[src/rtl/gms_pkg.sv]
package gms_pkg;

  // Payload of one task transfer.
  typedef struct packed {
    logic [15:0] task_work;
    logic        last_task;
  } gms_in_t;

  // Payload of one result transfer.
  typedef struct packed {
    logic [3:0]  chosen_proc;
    logic [31:0] makespan;
    logic        job_done;
  } gms_out_t;

  localparam int unsigned CfgIdxW  = 8;
  localparam int unsigned CfgDataW = 32;
  localparam int unsigned WorkW    = 16;
  localparam int unsigned SpanW    = 32;

  // Configuration register indexes.
  localparam logic [CfgIdxW-1:0] RegNumProcs   = 8'd0;
  localparam logic [CfgIdxW-1:0] RegPolicyMode = 8'd1;

  localparam logic PolicyLeast = 1'b0;
  localparam logic PolicyBest  = 1'b1;

  typedef enum logic [1:0] {
    ST_IDLE,
    ST_SCAN,
    ST_UPDATE
  } gms_state_e;

  // Control from the sequencer to the compare unit.
  typedef struct packed {
    logic clear;  // start of a new task: drop the previous candidates
    logic take;   // a load word is on the read port this cycle
    logic fin;    // final step: the adder works on the least load
  } gms_scan_ctl_t;

endpackage

[src/rtl/gms_load_ram.sv]
module gms_load_ram #(
  parameter int unsigned PROCS     = 16,
  parameter int unsigned LOAD_BITS = 32,
  localparam int unsigned IdxW     = (PROCS > 1) ? $clog2(PROCS) : 1
) (
  input  logic                 clk_i,
  input  logic                 rst_ni,
  input  logic [IdxW-1:0]      rd_addr_i,
  output logic [LOAD_BITS-1:0] rd_data_o,
  input  logic                 wr_en_i,
  input  logic [IdxW-1:0]      wr_addr_i,
  input  logic [LOAD_BITS-1:0] wr_data_i,
  input  logic                 clr_i
);

  logic [LOAD_BITS-1:0] mem [PROCS];
  logic [PROCS-1:0]     valid_q;
  logic [LOAD_BITS-1:0] rd_data_q;

  // An entry that has not been written since the last clear reads as zero.
  always_ff @(posedge clk_i or negedge rst_ni) begin
    if (!rst_ni) begin
      valid_q <= '0;
    end else if (clr_i) begin
      valid_q <= '0;
    end else if (wr_en_i) begin
      valid_q[wr_addr_i] <= 1'b1;
    end
  end

  always_ff @(posedge clk_i) begin
    if (wr_en_i) begin
      mem[wr_addr_i] <= wr_data_i;
    end
  end

  always_ff @(posedge clk_i) begin
    rd_data_q <= valid_q[rd_addr_i] ? mem[rd_addr_i] : '0;
  end

  assign rd_data_o = rd_data_q;

endmodule

[src/rtl/gms_scan_unit.sv]
module gms_scan_unit #(
  parameter int unsigned PROCS     = 16,
  parameter int unsigned LOAD_BITS = 32,
  localparam int unsigned IdxW     = (PROCS > 1) ? $clog2(PROCS) : 1
) (
  input  logic                      clk_i,
  input  gms_pkg::gms_scan_ctl_t    ctl_i,
  input  logic [IdxW-1:0]           idx_i,
  input  logic [LOAD_BITS-1:0]      load_i,
  input  logic [gms_pkg::WorkW-1:0] work_i,
  input  logic [LOAD_BITS-1:0]      largest_i,
  input  logic                      mode_i,
  output logic [IdxW-1:0]           pick_o,
  output logic [LOAD_BITS-1:0]      new_load_o
);

  import gms_pkg::*;

  logic [LOAD_BITS-1:0] min_q, bf_val_q;
  logic [IdxW-1:0]      min_idx_q, bf_idx_q;
  logic                 found_q;

  logic [LOAD_BITS-1:0] add_a;
  logic [LOAD_BITS:0]   sum;
  logic [LOAD_BITS-1:0] sum_sat;
  logic                 use_bf;

  // The one saturating adder serves the candidate loads during the scan and
  // the least load in the final step.
  assign add_a   = ctl_i.fin ? min_q : load_i;
  assign sum     = {1'b0, add_a} + (LOAD_BITS + 1)'(work_i);
  assign sum_sat = sum[LOAD_BITS] ? '1 : sum[LOAD_BITS-1:0];

  always_ff @(posedge clk_i) begin
    if (ctl_i.clear) begin
      bf_val_q <= '0;
      found_q  <= 1'b0;
    end else if (ctl_i.take) begin
      if ((idx_i == '0) || (load_i < min_q)) begin
        min_q     <= load_i;
        min_idx_q <= idx_i;
      end
      if ((sum_sat <= largest_i) && (sum_sat > bf_val_q)) begin
        bf_val_q <= sum_sat;
        bf_idx_q <= idx_i;
        found_q  <= 1'b1;
      end
    end
  end

  assign use_bf     = (mode_i == PolicyBest) && found_q;
  assign pick_o     = use_bf ? bf_idx_q : min_idx_q;
  assign new_load_o = use_bf ? bf_val_q : sum_sat;

endmodule

[src/rtl/greedy_makespan_scheduler.sv]
// Greedy makespan scheduler. Each accepted task is placed on one of the
// active processors and its workload is added, saturating, to that
// processor's running load; the result transfer reports the chosen
// processor, the makespan so far (largest load, clipped to 32 bits) and
// whether the task closed a job. With policy_mode 0 the least loaded
// processor wins (lowest index on a tie); with policy_mode 1 the first
// processor whose new load would be the largest positive value not above
// the current makespan wins, falling back to least loaded when none fits.
// After a task marked last_task, all loads and the makespan return to zero.
// num_procs of zero acts as one and values above PROCS act as PROCS.
// The loads of the n active processors sit in a single-read-port memory
// that is scanned one word per cycle through one shared saturating adder;
// an update step then writes back the chosen load, updates the makespan
// and registers the result, waiting while the output register still holds
// a result that has not been taken.
// The input is not ready during the scan and the update step; a finished result
// waits in the output register while the next task is already taken. Configuration
// writes are always accepted and must only be issued while the block is idle.
module greedy_makespan_scheduler #(
  parameter int unsigned PROCS     = 16,
  parameter int unsigned LOAD_BITS = 32
) (
  input  logic                                clk_i,
  input  logic                                rst_ni,
  input  logic                                in_valid_i,
  output logic                                in_ready_o,
  input  gms_pkg::gms_in_t                    in_data_i,
  output logic                                out_valid_o,
  input  logic                                out_ready_i,
  output gms_pkg::gms_out_t                   out_data_o,
  input  logic                                cfg_valid_i,
  output logic                                cfg_ready_o,
  input  logic [gms_pkg::CfgIdxW-1:0]         cfg_index_i,
  input  logic [gms_pkg::CfgDataW-1:0]        cfg_data_i
);

  import gms_pkg::*;

  localparam int unsigned IdxW = (PROCS > 1) ? $clog2(PROCS) : 1;
  localparam int unsigned CntW = $clog2(PROCS + 1);

  // Configuration registers.
  logic [4:0] num_procs_q;
  logic       policy_mode_q;

  // Sequencer state and per-task context.
  gms_state_e           state_q, state_d;
  logic [CntW-1:0]      n_q, n_d;
  logic [CntW-1:0]      iss_q, iss_d;
  logic                 rd_vld_q, rd_vld_d;
  logic [IdxW-1:0]      rd_idx_q;
  logic [WorkW-1:0]     work_q;
  logic                 last_q;
  logic                 mode_q;
  logic [LOAD_BITS-1:0] largest_q, largest_d;

  // Output register.
  logic                 out_vld_q, out_vld_d;
  gms_out_t             out_q, out_d;

  logic                 in_fire, upd_fire;
  logic [7:0]           np_wide;
  logic [CntW-1:0]      n_active;
  gms_scan_ctl_t        scan_ctl;
  logic [LOAD_BITS-1:0] ram_rd_data;
  logic [IdxW-1:0]      pick;
  logic [LOAD_BITS-1:0] new_load;
  logic [LOAD_BITS-1:0] new_largest;

  assign cfg_ready_o = 1'b1;

  always_ff @(posedge clk_i or negedge rst_ni) begin
    if (!rst_ni) begin
      num_procs_q   <= 5'd1;
      policy_mode_q <= PolicyLeast;
    end else if (cfg_valid_i) begin
      unique case (cfg_index_i)
        RegNumProcs:   num_procs_q   <= cfg_data_i[4:0];
        RegPolicyMode: policy_mode_q <= cfg_data_i[0];
        default: ;
      endcase
    end
  end

  // Clamp the programmed processor count to the built range.
  assign np_wide = 8'(num_procs_q);
  always_comb begin
    if (np_wide == 8'd0) begin
      n_active = CntW'(1);
    end else if (np_wide > 8'(PROCS)) begin
      n_active = CntW'(PROCS);
    end else begin
      n_active = CntW'(np_wide);
    end
  end

  assign in_ready_o = (state_q == ST_IDLE);
  assign in_fire    = in_valid_i && in_ready_o;
  assign upd_fire   = (state_q == ST_UPDATE) && (!out_vld_q || out_ready_i);

  // Sequencer: issue one load read per cycle, then write back the winner.
  always_comb begin
    state_d   = state_q;
    n_d       = n_q;
    iss_d     = iss_q;
    rd_vld_d  = 1'b0;
    largest_d = largest_q;
    out_vld_d = out_vld_q && !out_ready_i;
    out_d     = out_q;
    unique case (state_q)
      ST_IDLE: begin
        if (in_fire) begin
          n_d     = n_active;
          iss_d   = '0;
          state_d = ST_SCAN;
        end
      end
      ST_SCAN: begin
        if (iss_q < n_q) begin
          rd_vld_d = 1'b1;
          iss_d    = iss_q + CntW'(1);
        end else begin
          state_d = ST_UPDATE;
        end
      end
      ST_UPDATE: begin
        if (upd_fire) begin
          largest_d         = last_q ? '0 : new_largest;
          out_vld_d         = 1'b1;
          out_d.chosen_proc = 4'(pick);
          out_d.makespan    = ((new_largest >> SpanW) != '0) ? '1 : SpanW'(new_largest);
          out_d.job_done    = last_q;
          state_d           = ST_IDLE;
        end
      end
      default: state_d = ST_IDLE;
    endcase
  end

  always_ff @(posedge clk_i or negedge rst_ni) begin
    if (!rst_ni) begin
      state_q   <= ST_IDLE;
      n_q       <= '0;
      iss_q     <= '0;
      rd_vld_q  <= 1'b0;
      largest_q <= '0;
      out_vld_q <= 1'b0;
    end else begin
      state_q   <= state_d;
      n_q       <= n_d;
      iss_q     <= iss_d;
      rd_vld_q  <= rd_vld_d;
      largest_q <= largest_d;
      out_vld_q <= out_vld_d;
    end
  end

  always_ff @(posedge clk_i) begin
    out_q    <= out_d;
    rd_idx_q <= iss_q[IdxW-1:0];
    if (in_fire) begin
      work_q <= in_data_i.task_work;
      last_q <= in_data_i.last_task;
      mode_q <= policy_mode_q;
    end
  end

  assign new_largest = (new_load > largest_q) ? new_load : largest_q;

  assign scan_ctl.clear = in_fire;
  assign scan_ctl.take  = rd_vld_q;
  assign scan_ctl.fin   = (state_q == ST_UPDATE);

  gms_load_ram #(
    .PROCS     (PROCS),
    .LOAD_BITS (LOAD_BITS)
  ) u_load_ram (
    .clk_i     (clk_i),
    .rst_ni    (rst_ni),
    .rd_addr_i (iss_q[IdxW-1:0]),
    .rd_data_o (ram_rd_data),
    .wr_en_i   (upd_fire && !last_q),
    .wr_addr_i (pick),
    .wr_data_i (new_load),
    .clr_i     (upd_fire && last_q)
  );

  gms_scan_unit #(
    .PROCS     (PROCS),
    .LOAD_BITS (LOAD_BITS)
  ) u_scan_unit (
    .clk_i      (clk_i),
    .ctl_i      (scan_ctl),
    .idx_i      (rd_idx_q),
    .load_i     (ram_rd_data),
    .work_i     (work_q),
    .largest_i  (largest_q),
    .mode_i     (mode_q),
    .pick_o     (pick),
    .new_load_o (new_load)
  );

  assign out_valid_o = out_vld_q;
  assign out_data_o  = out_q;

  // A task transfer always starts a scan, so the input drops ready right after.
  a_busy_after_task: assert property (@(posedge clk_i) disable iff (!rst_ni)
    in_fire |=> !in_ready_o)
    else $error("input still ready after a task transfer");

  // The chosen processor lies inside the active range.
  a_pick_in_range: assert property (@(posedge clk_i) disable iff (!rst_ni)
    (state_q == ST_UPDATE) |-> (CntW'(pick) < n_q))
    else $error("chosen processor outside the active range");

  // After a write-back the makespan covers the load that was written.
  a_largest_covers: assert property (@(posedge clk_i) disable iff (!rst_ni)
    (upd_fire && !last_q) |=> (largest_q >= $past(new_load)))
    else $error("makespan below an updated load");

  // A job close leaves the makespan at zero.
  a_job_clears: assert property (@(posedge clk_i) disable iff (!rst_ni)
    (upd_fire && last_q) |=> (largest_q == '0))
    else $error("makespan not cleared at end of job");

endmodule

[config.mk]
export PLATFORM = sky130hd
export DESIGN_NAME = greedy_makespan_scheduler
export DESIGN_NICKNAME = d
export VERILOG_FILES = /design/src/rtl/gms_pkg.sv /design/src/rtl/gms_load_ram.sv /design/src/rtl/gms_scan_unit.sv /design/src/rtl/greedy_makespan_scheduler.sv
export SDC_FILE = /design/constraint.sdc
export NUM_CORES = 1
export LEC_CHECK = 0
export ABC_AREA = 1
export BUFFER_PORTS_ARGS = -buffer_cell sky130_fd_sc_hd__buf_2
export CORE_MARGIN = 2
export CORE_UTILIZATION = 40
export DETAILED_ROUTE_END_ITERATION = 7
export SYNTH_ARGS = -nofsm -noshare
export SYNTH_HDL_FRONTEND = slang
export SYNTH_SLANG_ARGS = --single-unit
[constraint.sdc]
create_clock -name clk_i -period 13.8 [get_ports clk_i]
set_input_delay 1.38 -clock clk_i [delete_from_list [all_inputs] [get_ports clk_i]]
set_output_delay 1.38 -clock clk_i [all_outputs]
set_load 0.02 [all_outputs]
==> run_results.csv <==
group,metric,value,unit
setup_path,rr_worst_depth,23,
yosys,ys_seq_area_frac,0.6260,
setup_path,crit_type,"flip-flop to flip-flop",
sta,worstMarginPinSlew,1.055,ns
setup_path,critPathMaxFanout,55,
route,drc,0,
yosys,yosys-top-cells-area,"edfxtp_1 (54%), nand2_1 (6.3%), ha_1 (5.4%), o21ai_0 (5.0%), dfrtp_1 (4.9%)",
outcome,outcome,"finished, final reports clean",
yosys,synth_top_area_share,0.5354,
sta,clock_skew,0.02192,ns
sta,period_needed,7.086,ns
layout,n_antenna_cell,0,
yosys,synth_flop_cell,"edfxtp_1",
setup_path,cp-start-kind,"flip-flop",
layout,drive_above_1_share,0.09569,
yosys,ys_ff_latch,744,
sta,fmax,141.1,MHz
yosys,async_reset_ff_frac,0.09140,
route,via_per_inst,5.290,
global_route,antenna_found_initial,2,
route,dr_total_vias,23800,
worst_hold_path,hold_path_end,"u_scan_unit.bf_idx_q[2]$_DFFE_PP_",
placement,portBuffers,73,
global_route,grt_pass1_wl,136700,um
worst_hold_path,hold_class,"flip-flop to flip-flop",
cts,clk_pin_slew,0.06,ns
cts,clock-sinks,744,
floorplan,core_area,83950,um^2
route,ant_nets,0,
cts,cts_max_level,3,
layout,layout.nets,3512,
layout,layout_common_cells,"edfxtp_1 (607), nand2_1 (575), nor2_1 (341)",
sta,drv_slew,0,
pwr,leakage,0.01492,uW
setup_path,rr_endpoint,"out_data_o[30]$_DFFE_PP_",
layout,final_common_cell,"edfxtp_1",
sta,final.setup.tns,0,ns
setup_path,required,14.18,ns
sta,finalCritPeriodShare,0.5135,
sta,postLayoutSetupSlackWorst,6.714,ns
sta,setup_violations,0,
setup_path,cp_common_cell,"nand2_1",
flow_run,cap_violations,0,
setup_path,slowest_stage,"dfrtp_1",
pwr,power_density,249.9,nW/um^2
yosys,ys_types,51,
layout,fin_area,38380,um^2
setup_path,crit_chain,"nand2_4 -> o21ai_0 -> ha_1 -> inv_1 -> fa_1 -> nor2_1 -> nor2_1 -> o21bai_1 -> nand2_1 -> nand2_1 -> nand3_4 -> nand3_2 -> nand2_1 -> nand2_1 -> ha_1 -> nand4_1 -> inv_1 -> nand4_1 -> o21a_1 -> a21oi_2 -> buf_4 -> nand3_1 -> and2_1",
placement,dpl-instance-area,35680,um^2
cts,numCtsBuffers,80,
yosys,yosys_warnings,0,
route,wl_per_cell,20.06,um
yosys,synth_area,34040,um^2
setup_path,slowest_delay,0.69,ns
floorplan,die_width,295.7,um
placement,globalplace.congestion,0.9513,
cts,insertion_delay,0.63,ns
floorplan,row_count,106,
pwr,peakVddDrop,0.0002021,V
yosys,syn_inst,3255,
cts,cts_tree,"done",
setup_path,worst_setup_path_end_kind,"flip-flop",
floorplan,die_area,87460,um^2
placement,dp_hpwl,54040,um
global_route,grtUsageTotal,0.2062,
yosys,syn_area_per_cell,10.46,um^2
cts,post_cts_buffers,0,
layout,area_delta_synth_final,12.73,%
route,routed_wl,90240,um
cts,cts-hold-fix-buffers,0,
yosys,syn_nets,3466,
route,initialDrtViolationCount,1953,
worst_hold_path,hold_depth,0,
floorplan,start_util,0.4055,
placement,post-place-ws,6.734,ns
setup_path,arrival,7.47,ns
floorplan,num_io_pins,102,
sta,rsz0062_at_grt,"false",
route,dr.pass1.iters,5,
global_route,grt_overflow,0,
cts,clockRootBuffer,"clkbuf_16",
cts,postCtsResizedCells,0,
global_route,grt_pass1_vias,22920,
setup_path,r2r-start,"state_q[1]$_DFFE_PN0P_",
yosys,synth_edf_count,607,
setup_path,regToRegSetupSlack,6.71,ns
sta,hold_viol,0,
global_route,grt_start_max_net_pins,109,
floorplan,dieHeight,295.7,um
worst_hold_path,holdCritStartpoint,"rd_idx_q[2]$_DFF_P_",
sta,maxSlewHeadroom,0.2965,
cts,cts_buffer_depth,3,
yosys,netlist.top_cell.by_area,"edfxtp_1",
## cell usage after synthesis (all sizes together) (21+ instances only)
cell    number
ha         148
o21ai      359
edfxtp     607
clkbuf     120
dfxtp       69
o221ai      59
buf         30
and2        32
inv        299
dfrtp       67
o22ai       84
a21oi      122
nor2       370
nand4       21
nand3      206
nand2      593
## flip-flops by register name (all words and copies together) (netlist names), 5 cells and up
name / count
out_data_o: 37
u_scan_unit.min_q: 32
n_q: 5
u_load_ram.rd_data_o: 32
work_q: 16
iss_q: 5
u_load_ram.valid_q: 16
largest_q: 32
num_procs_q: 5
u_scan_unit.bf_val_q: 32
u_load_ram.mem: 512
## worst max-delay path: cells and delay by family, from the launching register on
| kind | cells | cell delay [ns] |
|---|---|---|
| adder cells (fa/ha/maj) | 3 | 0.91 |
| AO/OA/AOI/OAI | 4 | 1.42 |
| flip-flops | 1 | 0.69 |
| AND/OR/NAND/NOR | 13 | 3.19 |
| buffers and inverters | 3 | 0.54 |
## metal layers
metal / global-route usage / wire length [um] / up-vias
met2: 0.3360 / 41940 / 682
li1: - / - / 11440
met4: 0.08629 / 3676 / 2
met3: 0.03440 / 5467 / 172
met1: 0.2731 / 39140 / 11510
met5: 0 / 8 / -
## worst max-delay path by stage
stage | start | endpoint | slack (ns)
6_report | state_q[1]$_DFFE_PN0P_ | out_data_o[30]$_DFFE_PP_ | 6.71
5_1_grt | state_q[1]$_DFFE_PN0P_ | out_data_o[20]$_DFFE_PP_ | 6.16
4_1_cts | state_q[1]$_DFFE_PN0P_ | out_data_o[30]$_DFFE_PP_ | 6.72
3_5_place_dp | state_q[1]$_DFFE_PN0P_ | out_data_o[30]$_DFFE_PP_ | 6.73
3_3_place_gp | state_q[1]$_DFFE_PN0P_ | out_data_o[25]$_DFFE_PP_ | 6.82
2_1_floorplan | state_q[0]$_DFFE_PN0P_ | out_data_o[10]$_DFFE_PP_ | 8.94
## where the power goes
group	leakage [uW]	switching, uW	internal (uW)
clock network	0.00132	889	1290
registers	0.00699	142	3180
logic	0.00661	2930	1160
total	0.0149	3960	5630
## metrics by stage
stage	util	hold slack [ns]	total power [uW]	cells
2_1_floorplan	-	0.3693	6078	3255
4_1_cts	0.4571	0.4492	9646	4499
6_report	0.4571	0.4514	9589	4499
3_5_place_dp	0.4250	0.4306	7450	4353
3_3_place_gp	0.4250	0.4251	7392	4353
5_1_grt	0.4571	0.4616	10270	4499
## cell families after synthesis
kind of cell             after synthesis  synth area share
XOR/XNOR                              14          0.003602
AND/OR/NAND/NOR                     1241            0.1550
buffers and inverters                451           0.05171
other                                  1         0.0001102
adder cells (fa/ha/maj)              149           0.05498
flip-flops                           744            0.6260
AO/OA/AOI/OAI                        653            0.1080
multiplexers                           2         0.0006248
## final cells by class
type,instances,area (um^2)
fillers,7767,45580
flip-flops and latches,744,21320
multi-input cells,2060,11130
clock buffers,103,2223
well taps,1134,1419
inverters,301,1139
repair buffers,114,675.6
clock inverters,43,471.7
No activity file was read; power rests on OpenSTA's default activity.
